==> src/ble_pkg.sv <==
// shared types and constants for the bully leader election node
// no dependencies; imported by every module of the block
package ble_pkg;

   // largest group size the node supports; ids stay 3 bits
   localparam int MaxNodes = 8;
   localparam int TopLimit = (MaxNodes - 1 < 7) ? MaxNodes - 1 : 7;
   localparam logic [2:0] TopCap = 3'(TopLimit);

   localparam logic [2:0] ResetLeader = 3'd6;

   // configuration register indexes
   localparam logic [2:0] REG_OWN_ID         = 3'd0;
   localparam logic [2:0] REG_HIGHEST_ID     = 3'd1;
   localparam logic [2:0] REG_WAIT_TICKS     = 3'd2;
   localparam logic [2:0] REG_ELECTION_TICKS = 3'd3;
   localparam logic [2:0] REG_DEATH_TICKS    = 3'd4;

   typedef enum logic [2:0] {
      MODE_IDLE   = 3'd0,
      MODE_LEADER = 3'd1,
      MODE_WAIT   = 3'd2,
      MODE_ELECT  = 3'd3,
      MODE_DEAD   = 3'd4
   } mode_type;

   typedef enum logic [2:0] {
      KIND_TICK  = 3'd0,
      KIND_MSG   = 3'd1,
      KIND_FAIL  = 3'd2,
      KIND_PING  = 3'd3,
      KIND_START = 3'd4
   } kind_type;

   typedef enum logic [2:0] {
      CODE_GENERIC  = 3'd0,
      CODE_ELECTION = 3'd1,
      CODE_OK       = 3'd2,
      CODE_COORD    = 3'd3,
      CODE_DEADW    = 3'd4
   } code_type;

   typedef enum logic [1:0] {
      DEST_NODE    = 2'd0,
      DEST_MONITOR = 2'd1,
      DEST_ALL     = 2'd2
   } dest_type;

   typedef struct packed {
      logic [2:0] own_id;
      logic [2:0] highest_id;
      logic [7:0] wait_ticks;
      logic [7:0] election_ticks;
      logic [7:0] death_ticks;
   } cfg_type;

   typedef struct packed {
      mode_type   mode;
      logic [2:0] leader;
      logic [7:0] countdown;
   } node_state_type;

   // burst of messages caused by one item: optional head, then an election sweep
   typedef struct packed {
      logic       head_vld;
      dest_type   head_dest;
      logic [2:0] head_id;
      code_type   head_code;
      logic       elec_vld;
      logic [2:0] elec_cur;
      logic [2:0] elec_top;
      logic [2:0] leader;
   } job_type;

endpackage

==> src/bully_leader_election_node_core.sv <==
// top level of the bully leader election node
// depends on ble_pkg, ble_cfg_regs, ble_step, ble_emit
//
// Usage: events enter on the req_ channel (tuser = event kind, tdata =
// message code and sender). Each accepted event updates mode, leader and
// countdown at once and produces a burst of 0 to 8 outgoing messages on
// the rsp_ channel, one per transfer, tlast on the final one of a burst.
// Events that send nothing produce no transfer at all.
// The first message of a burst passes the burst register, which takes the
// event at the transfer edge, and then the output register, which takes
// its first message from the burst register.
// Messages leave at one per cycle while the receiver takes them; an event
// holds the burst register until its last message moves to the output
// register, and the next event is taken in that cycle, so events sending
// nothing go back to back. Reset (synchronous, active high) sets mode idle,
// leader 6, countdown 0, the configuration registers to their defaults and
// drops rsp_tvalid. When the receiver stalls, the output register holds its
// message, the burst waits, and req_tready falls once the burst register is
// busy. Configuration is written through csr_ (index, data); the user must
// write it only while idle, and the block itself does not enforce this.
module bully_leader_election_node_core (
   input  logic        clock,
   input  logic        reset,
   // configuration write port
   input  logic        csr_we,
   input  logic [2:0]  csr_addr,
   input  logic [7:0]  csr_wdata,
   // event channel
   input  logic        req_tvalid,
   output logic        req_tready,
   input  logic [7:0]  req_tdata,   // [2:0] msg_code, [5:3] sender_id
   input  logic [2:0]  req_tuser,   // [2:0] kind
   // outgoing message channel
   output logic        rsp_tvalid,
   input  logic        rsp_tready,
   output logic [15:0] rsp_tdata,   // [2:0] dest_id, [5:3] out_code, [8:6] known_leader
   output logic [1:0]  rsp_tuser,   // [1:0] dest_kind
   output logic        rsp_tlast
);
   import ble_pkg::*;

   cfg_type        cfg;
   node_state_type state_ff;
   node_state_type state_in;
   node_state_type step_nxt;
   job_type        step_job;
   logic           emit_ready;
   logic           accept;

   ble_cfg_regs u_cfg (
      .clock     (clock),
      .reset     (reset),
      .csr_we    (csr_we),
      .csr_addr  (csr_addr),
      .csr_wdata (csr_wdata),
      .cfg       (cfg)
   );

   ble_step u_step (
      .cfg       (cfg),
      .cur       (state_ff),
      .kind      (req_tuser),
      .msg_code  (req_tdata[2:0]),
      .sender_id (req_tdata[5:3]),
      .nxt       (step_nxt),
      .job       (step_job)
   );

   assign accept     = req_tvalid && emit_ready;
   assign req_tready = emit_ready;

   ble_emit u_emit (
      .clock      (clock),
      .reset      (reset),
      .load       (accept),
      .new_job    (step_job),
      .ready      (emit_ready),
      .rsp_tvalid (rsp_tvalid),
      .rsp_tready (rsp_tready),
      .rsp_tdata  (rsp_tdata),
      .rsp_tuser  (rsp_tuser),
      .rsp_tlast  (rsp_tlast)
   );

   // node state moves on every event transfer
   assign state_in = accept ? step_nxt : state_ff;

   always_ff @(posedge clock) begin
      if (reset) begin
         state_ff.mode      <= MODE_IDLE;
         state_ff.leader    <= ResetLeader;
         state_ff.countdown <= 8'd0;
      end else begin
         state_ff <= state_in;
      end
   end

   // node state, in any mode, only changes on an event transfer
   a_mode_on_accept: assert property (@(posedge clock) disable iff (reset)
      !accept |=> $stable(state_ff))
      else $error("node state changed without an event");

   // a dead node stays dead on a tick that does not expire its countdown
   a_dead_exit: assert property (@(posedge clock) disable iff (reset)
      (accept && state_ff.mode == MODE_DEAD && req_tuser == KIND_TICK
       && state_ff.countdown > 8'd1) |=> (state_ff.mode == MODE_DEAD))
      else $error("dead node left dead early");

   // a burst with an election sweep always puts the node into electing mode
   a_elect_timer: assert property (@(posedge clock) disable iff (reset)
      (accept && step_job.elec_vld) |=> (state_ff.mode == MODE_ELECT))
      else $error("election messages without electing mode");

endmodule

==> src/ble_cfg_regs.sv <==
// configuration registers of the election node
// depends on ble_pkg
module ble_cfg_regs (
   input  logic             clock,
   input  logic             reset,
   input  logic             csr_we,
   input  logic [2:0]       csr_addr,
   input  logic [7:0]       csr_wdata,
   output ble_pkg::cfg_type cfg
);
   import ble_pkg::*;

   cfg_type cfg_ff;
   cfg_type cfg_in;

   // decode the write
   always_comb begin
      cfg_in = cfg_ff;
      if (csr_we) begin
         case (csr_addr)
            REG_OWN_ID:         cfg_in.own_id = csr_wdata[2:0];
            REG_HIGHEST_ID:     cfg_in.highest_id = csr_wdata[2:0];
            REG_WAIT_TICKS:     cfg_in.wait_ticks = csr_wdata;
            REG_ELECTION_TICKS: cfg_in.election_ticks = csr_wdata;
            REG_DEATH_TICKS:    cfg_in.death_ticks = csr_wdata;
            default:            cfg_in = cfg_ff;
         endcase
      end
   end

   always_ff @(posedge clock) begin
      if (reset) begin
         cfg_ff.own_id         <= 3'd6;
         cfg_ff.highest_id     <= 3'd6;
         cfg_ff.wait_ticks     <= 8'd5;
         cfg_ff.election_ticks <= 8'd10;
         cfg_ff.death_ticks    <= 8'd20;
      end else begin
         cfg_ff <= cfg_in;
      end
   end

   assign cfg = cfg_ff;

endmodule

==> src/ble_step.sv <==
// next-state and message burst decision for one input item
// depends on ble_pkg; purely combinational
module ble_step (
   input  ble_pkg::cfg_type        cfg,
   input  ble_pkg::node_state_type cur,
   input  logic [2:0]              kind,
   input  logic [2:0]              msg_code,
   input  logic [2:0]              sender_id,
   output ble_pkg::node_state_type nxt,
   output ble_pkg::job_type        job
);
   import ble_pkg::*;

   logic       start_elec;
   logic       expired;
   logic       lower_election;
   logic [2:0] top_id;

   assign lower_election = (msg_code == CODE_ELECTION) && (sender_id < cfg.own_id);
   assign expired        = (cur.countdown <= 8'd1);
   assign top_id         = (cfg.highest_id > TopCap) ? TopCap : cfg.highest_id;

   always_comb begin
      nxt           = cur;
      start_elec    = 1'b0;
      job.head_vld  = 1'b0;
      job.head_dest = DEST_NODE;
      job.head_id   = 3'd0;
      job.head_code = CODE_GENERIC;

      case (kind)
         KIND_TICK: begin
            if (cur.mode inside {MODE_WAIT, MODE_ELECT, MODE_DEAD}) begin
               nxt.countdown = expired ? 8'd0 : cur.countdown - 8'd1;
               if (expired) begin
                  case (cur.mode)
                     MODE_WAIT: start_elec = 1'b1;
                     MODE_ELECT: begin
                        nxt.leader    = cfg.own_id;
                        nxt.mode      = MODE_LEADER;
                        job.head_vld  = 1'b1;
                        job.head_dest = DEST_ALL;
                        job.head_code = CODE_COORD;
                     end
                     default: begin
                        job.head_vld  = 1'b1;
                        job.head_dest = DEST_MONITOR;
                        job.head_code = CODE_DEADW;
                        start_elec    = 1'b1;
                     end
                  endcase
               end
            end
         end

         KIND_MSG: begin
            case (cur.mode)
               MODE_IDLE: begin
                  if (msg_code == CODE_COORD) begin
                     nxt.leader = sender_id;
                  end else if (lower_election) begin
                     job.head_vld  = 1'b1;
                     job.head_id   = sender_id;
                     job.head_code = CODE_OK;
                     start_elec    = 1'b1;
                  end
               end
               MODE_LEADER: begin
                  if (lower_election) begin
                     job.head_vld  = 1'b1;
                     job.head_id   = sender_id;
                     job.head_code = CODE_OK;
                  end else if (msg_code == CODE_COORD && sender_id != cfg.own_id) begin
                     nxt.leader = sender_id;
                     nxt.mode   = MODE_IDLE;
                  end else if (msg_code == CODE_GENERIC) begin
                     job.head_vld  = 1'b1;
                     job.head_id   = sender_id;
                     job.head_code = CODE_GENERIC;
                  end
               end
               MODE_WAIT: begin
                  if (msg_code == CODE_COORD) begin
                     nxt.leader = sender_id;
                     nxt.mode   = MODE_IDLE;
                  end else if (lower_election) begin
                     job.head_vld  = 1'b1;
                     job.head_id   = sender_id;
                     job.head_code = CODE_OK;
                     start_elec    = 1'b1;
                  end else if (msg_code == CODE_GENERIC) begin
                     nxt.mode = MODE_IDLE;
                  end
               end
               MODE_ELECT: begin
                  if (msg_code == CODE_COORD) begin
                     nxt.leader = sender_id;
                  end else if (lower_election) begin
                     job.head_vld  = 1'b1;
                     job.head_id   = sender_id;
                     job.head_code = CODE_OK;
                  end else if (msg_code == CODE_OK) begin
                     nxt.mode = MODE_IDLE;
                  end
               end
               default: nxt = cur;
            endcase
         end

         KIND_FAIL: begin
            if (cur.mode != MODE_DEAD) begin
               job.head_vld  = 1'b1;
               job.head_dest = DEST_MONITOR;
               job.head_code = CODE_DEADW;
               nxt.mode      = MODE_DEAD;
               nxt.countdown = cfg.death_ticks;
            end
         end

         KIND_PING: begin
            if (cur.mode == MODE_IDLE) begin
               job.head_vld  = 1'b1;
               job.head_id   = cur.leader;
               job.head_code = CODE_GENERIC;
               nxt.mode      = MODE_WAIT;
               nxt.countdown = cfg.wait_ticks;
            end
         end

         KIND_START: begin
            nxt.leader    = cfg.highest_id;
            nxt.countdown = 8'd0;
            nxt.mode      = (cfg.own_id == cfg.highest_id) ? MODE_LEADER : MODE_IDLE;
         end

         default: nxt = cur;
      endcase

      // entering electing: sweep ELECTION over the higher ids
      job.elec_vld = 1'b0;
      job.elec_cur = cfg.own_id + 3'd1;
      job.elec_top = top_id;
      if (start_elec) begin
         nxt.mode      = MODE_ELECT;
         nxt.countdown = cfg.election_ticks;
         job.elec_vld  = (cfg.own_id < top_id);
      end
      job.leader = nxt.leader;
   end

endmodule

==> src/ble_emit.sv <==
// burst register and output register: sends one message per transfer
// depends on ble_pkg
module ble_emit (
   input  logic             clock,
   input  logic             reset,
   input  logic             load,
   input  ble_pkg::job_type new_job,
   output logic             ready,
   output logic             rsp_tvalid,
   input  logic             rsp_tready,
   output logic [15:0]      rsp_tdata,
   output logic [1:0]       rsp_tuser,
   output logic             rsp_tlast
);
   import ble_pkg::*;

   job_type    job_ff;
   job_type    job_in;
   logic       rsp_valid_ff;
   logic       rsp_valid_in;
   logic [1:0] dest_ff;
   logic [1:0] dest_in;
   logic [2:0] id_ff;
   logic [2:0] id_in;
   logic [2:0] code_ff;
   logic [2:0] code_in;
   logic [2:0] leader_ff;
   logic       last_ff;
   logic       last_in;
   logic       job_vld;
   logic       pop;
   logic       job_done;

   assign job_vld  = job_ff.head_vld || job_ff.elec_vld;
   assign pop      = job_vld && (!rsp_valid_ff || rsp_tready);
   assign last_in  = job_ff.head_vld ? !job_ff.elec_vld
                                     : (job_ff.elec_cur == job_ff.elec_top);
   assign job_done = pop && last_in;
   assign ready    = !job_vld || job_done;

   // pick the message at the head of the burst
   always_comb begin
      if (job_ff.head_vld) begin
         dest_in = job_ff.head_dest;
         id_in   = job_ff.head_id;
         code_in = job_ff.head_code;
      end else begin
         dest_in = DEST_NODE;
         id_in   = job_ff.elec_cur;
         code_in = CODE_ELECTION;
      end
   end

   // advance the burst or take a new one
   always_comb begin
      job_in = job_ff;
      if (load) begin
         job_in = new_job;
      end else if (pop) begin
         if (job_ff.head_vld) begin
            job_in.head_vld = 1'b0;
         end else begin
            job_in.elec_cur = job_ff.elec_cur + 3'd1;
            job_in.elec_vld = !last_in;
         end
      end
   end

   always_comb begin
      if (pop) begin
         rsp_valid_in = 1'b1;
      end else if (rsp_tready) begin
         rsp_valid_in = 1'b0;
      end else begin
         rsp_valid_in = rsp_valid_ff;
      end
   end

   always_ff @(posedge clock) begin
      if (reset) begin
         job_ff.head_vld <= 1'b0;
         job_ff.elec_vld <= 1'b0;
         rsp_valid_ff    <= 1'b0;
      end else begin
         job_ff       <= job_in;
         rsp_valid_ff <= rsp_valid_in;
      end
   end

   // output payload
   always_ff @(posedge clock) begin
      if (pop) begin
         dest_ff   <= dest_in;
         id_ff     <= id_in;
         code_ff   <= code_in;
         last_ff   <= last_in;
         leader_ff <= job_ff.leader;
      end
   end

   assign rsp_tvalid = rsp_valid_ff;
   assign rsp_tdata  = {7'd0, leader_ff, code_ff, id_ff};
   assign rsp_tuser  = dest_ff;
   assign rsp_tlast  = last_ff;

   // election sweep never runs past its top id
   a_sweep_bound: assert property (@(posedge clock) disable iff (reset)
      job_ff.elec_vld |-> (job_ff.elec_cur <= job_ff.elec_top))
      else $error("election sweep beyond top id");

   // a burst with messages left stays pending
   a_burst_kept: assert property (@(posedge clock) disable iff (reset)
      (pop && !last_in) |=> job_vld)
      else $error("burst dropped before its last message");

   // a pending burst always fills an empty output register
   a_fill_output: assert property (@(posedge clock) disable iff (reset)
      (job_vld && !rsp_valid_ff) |=> rsp_valid_ff)
      else $error("output register left empty with a burst pending");

   // a new item is only taken when the burst register frees up
   a_load_free: assert property (@(posedge clock) disable iff (reset)
      load |-> (!job_vld || job_done))
      else $error("burst overwritten while messages remain");

endmodule

==> config.mk <==
export PLATFORM = sky130hd
export DESIGN_NAME = bully_leader_election_node_core
export DESIGN_NICKNAME = d
export VERILOG_FILES = /design/src/ble_pkg.sv /design/src/bully_leader_election_node_core.sv /design/src/ble_cfg_regs.sv /design/src/ble_step.sv /design/src/ble_emit.sv
export SDC_FILE = /design/constraint.sdc
export NUM_CORES = 1
export LEC_CHECK = 0
export BUFFER_PORTS_ARGS = -buffer_cell sky130_fd_sc_hd__buf_2
export CAP_MARGIN = 20
export CELL_PAD_IN_SITES_DETAIL_PLACEMENT = 0
export CELL_PAD_IN_SITES_GLOBAL_PLACEMENT = 1
export CORE_UTILIZATION = 41
export CTS_CLUSTER_DIAMETER = 120
export CTS_CLUSTER_SIZE = 30
export DETAILED_ROUTE_END_ITERATION = 6
export PLACE_DENSITY = 0.74
export SKIP_CTS_REPAIR_TIMING = 1
export SLEW_MARGIN = 20
export SYNTH_ARGS = -nofsm -noshare
export SYNTH_HDL_FRONTEND = slang
export SYNTH_SLANG_ARGS = --single-unit
==> constraint.sdc <==
create_clock -name clock -period 2.8 [get_ports clock]
set_clock_uncertainty 0.05 [all_clocks]
set_input_delay 0.28 -clock clock [delete_from_list [all_inputs] [get_ports clock]]
set_output_delay 0.28 -clock clock [all_outputs]
set_load 0.005 [all_outputs]
==> flow_metrics.env <==
export IMPL_finalHoldViolCount=0
export IMPL_period_minus_slack_ps=2550
export IMPL_clk_path_buf_depth=2
export IMPL_power_density_nw_per_um2=504
export IMPL_syn_inst=427
export IMPL_core_area_um2=9420
export IMPL_power_leakage_uw=0.00176
export IMPL_worstHoldPathCells=3
export IMPL_num_rows=35
export IMPL_synth_edf_count=29
export IMPL_nets=502
export IMPL_multi_input_area_um2=2020
export IMPL_cts_clk_slew_worst_paths_ps=70
export IMPL_p_comb_share_pct=15.1
export IMPL_cp_start_kind="register"
export IMPL_first_global_vias=3070
export IMPL_dieArea_um2=10300
export IMPL_status="complete, no violations"
export IMPL_boundaryPins=48
export IMPL_power_frac_seq_pct=52.5
export IMPL_yosysTopAreaCell="dfxtp_1"
export IMPL_rr_startpoint="state_ff[2]"
export IMPL_drt_wl_total_um=9170
export IMPL_hp_class="in2reg"
export IMPL_worstMarginPinSlew_ps=855
export IMPL_worstSetupPathType="reg2reg"
export IMPL_regArea_um2=1810
export IMPL_worstHoldStart="csr_wdata[3]"
export IMPL_cts_buffers=9
export IMPL_initial_core_util_pct=43.0
export IMPL_grt_usage_pct=19.5
export IMPL_cts_tree="built"
export IMPL_post_drt_wl_per_cell_um=15.3
export IMPL_cts_htree_levels=3
export IMPL_diodes=0
export IMPL_p_sw_uw=630
export IMPL_drt_iter0_markers=111
export IMPL_relSlewSlack_pct=43.0
export IMPL_syn_area_um2=4040
export IMPL_critPathCaptureType="register"
export IMPL_yosysWarnings=0
export IMPL_drc=0
export IMPL_internal_power_uw=1680
export IMPL_via_per_inst=5.25
export IMPL_dr_total_vias=3157
export IMPL_crit_fanout=5
export IMPL_switching_share_pct=27.2
export IMPL_report_final_slew_viol_count=0
export IMPL_yosysTopAreaCellShare_pct=23.3
export IMPL_drt_pass1_iter_count=4
export IMPL_seq_area_frac_synth_pct=44.8
export IMPL_portBuffers=38
export IMPL_fillers=904
export IMPL_rsz0062_at_grt="no"
export IMPL_fp_dieH_um=101
export IMPL_dpl_cell_area_um2=4420
export IMPL_final_layout_size_suffix_gt1_share_pct=19.1
export IMPL_design_area_um2=4590
export IMPL_synth_flop_cell="dfxtp_1"
export IMPL_ys_seq_elements=76
export IMPL_syn_to_final_growth_pct=13.5
export IMPL_grt_pass1_wl_um=15200
export IMPL_finalSetupTns_ps=0
export IMPL_synth_area_leaders="dfxtp_1 (23%), edfxtp_1 (22%), mux2i_1 (6.7%)"
export IMPL_vdd_drop_max_uv=197
export IMPL_critPathLaunch="state_ff[2]"
export IMPL_grt_max_degree=48
export IMPL_worstSkewPairLatency_ps=350
export IMPL_die_w_um=101
export IMPL_cts_root_buf="clkbuf_8"
export IMPL_ff2ff_path_depth=6
export IMPL_pwr_share_clk_pct=32.4
export IMPL_antenna_found_initial=0
export IMPL_timing_final_crit_share_pct=91.1
export IMPL_overflow=0
export IMPL_ys_types=69
export IMPL_final_cell_mix="nand2_1 (48), dfxtp_1 (47), nor2_1 (39)"
export IMPL_critical_path_arrival_ps=2600
export IMPL_avgSynthCellArea_um2=9.47
export IMPL_synthArstFlopShare_pct=0
export IMPL_place_congestion=0.842
export IMPL_maxCapViolCount=0
export IMPL_setup_viol=0
export IMPL_max_freq_mhz=392
export IMPL_detailed_place_hpwl_um=6860
export IMPL_cts_sinks=76
export IMPL_worstPathRequired_ps=2850
export IMPL_final_common_cell="nand2_1"
export IMPL_ant_nets=0
-- cells by family (layout without fill, tap and decap cells) --
kind of cell | after synthesis | after routing | synth area share (%)
fa+ha+maj | 8 | 8 | 2.48
mux | 33 | 33 | 8.35
compound gates | 95 | 95 | 17.1
xor+xnor | 15 | 15 | 3.25
other cells | 1 | 7 | 0.0927
flops | 76 | 76 | 44.8
buf+inv | 53 | 92 | 5.79
simple gates | 146 | 146 | 18.1
-- layer usage --
layer | global-route usage, % | share of wire (%) | vias to the layer above
met3 | 3.24 | 3.4 | 16
li1 | - | - | 1600
met1 | 23.1 | 44 | 1473
met2 | 34.2 | 50 | 68
met5 | 0 | 0 | -
met4 | 9.92 | 2.4 | 0
-- final cells by class --
type | instances | share of cell area (%)
inverter | 17 | 1.39
clock inverter | 4 | 0.600
clock buffer | 12 | 3.16
tap | 129 | 3.52
timing repair buffer | 59 | 7.85
sequential | 76 | 39.5
multi-input combinational | 304 | 44.0
-- through the flow --
step	cells	util, %	hold slack [ps]	setup WS, ps	power [uW]
2_1_floorplan	433	-	348	127	1480
4_1_cts	601	48.8	121	246	2330
3_5_place_dp	585	46.9	355	258	1590
3_3_place_gp	585	46.9	351	285	1580
5_1_grt	601	48.8	153	29.2	2420
6_report	601	48.8	130	250	2310
-- power groups by stage --
stage | clock network, uW | logic, uW | registers [uW]
6_report | 749 | 349 | 1220
5_1_grt | 805 | 392 | 1220
4_1_cts | 765 | 351 | 1220
3_5_place_dp | 0 | 349 | 1240
3_3_place_gp | 0 | 343 | 1240
2_1_floorplan | 0 | 251 | 1230
-- synthesized netlist by cell type, drive strengths merged (4+ instances only) --
cell type / count
mux2: 6
nor4: 4
a211o: 6
a21oi: 24
and3: 5
nand3b: 9
buf: 10
a22o: 4
xor2: 5
nor2b: 8
dfxtp: 47
o2bb2ai: 8
inv: 16
ha: 8
nand2b: 6
o22ai: 6
nor2: 40
o21ai: 12
mux2i: 27
and2: 5
clkbuf: 26
nor3: 4
xnor2: 10
nand3: 6
edfxtp: 29
nand2: 48
a31oi: 4
a22oi: 4
-- final timing paths --
kind	end	slack [ps]
max	u_emit.job_ff[1]	250
min	u_cfg.cfg[11]	130
max reg2reg	u_emit.job_ff[1]	250
min reg2reg	u_emit.leader_ff[1]	370
-- critical path: stages, from the launching register on --
cell and delay (ps):
dfxtp_1 350, or4_1 630, nor4_4 430, mux2_1 360, o31ai_1 200, a31oi_1 90
o22a_1 190
-- flip-flops by register name, summed over array words and instances (netlist names) --
name               cells
u_emit.job_ff         19
u_emit.rsp_tlast       1
state_ff              14
u_emit.code_ff         3
u_emit.leader_ff       3
u_cfg.cfg             30
u_emit.rsp_tuser       2
u_emit.rsp_tvalid      1
u_emit.id_ff           3
(Power assumes the default switching activity.)
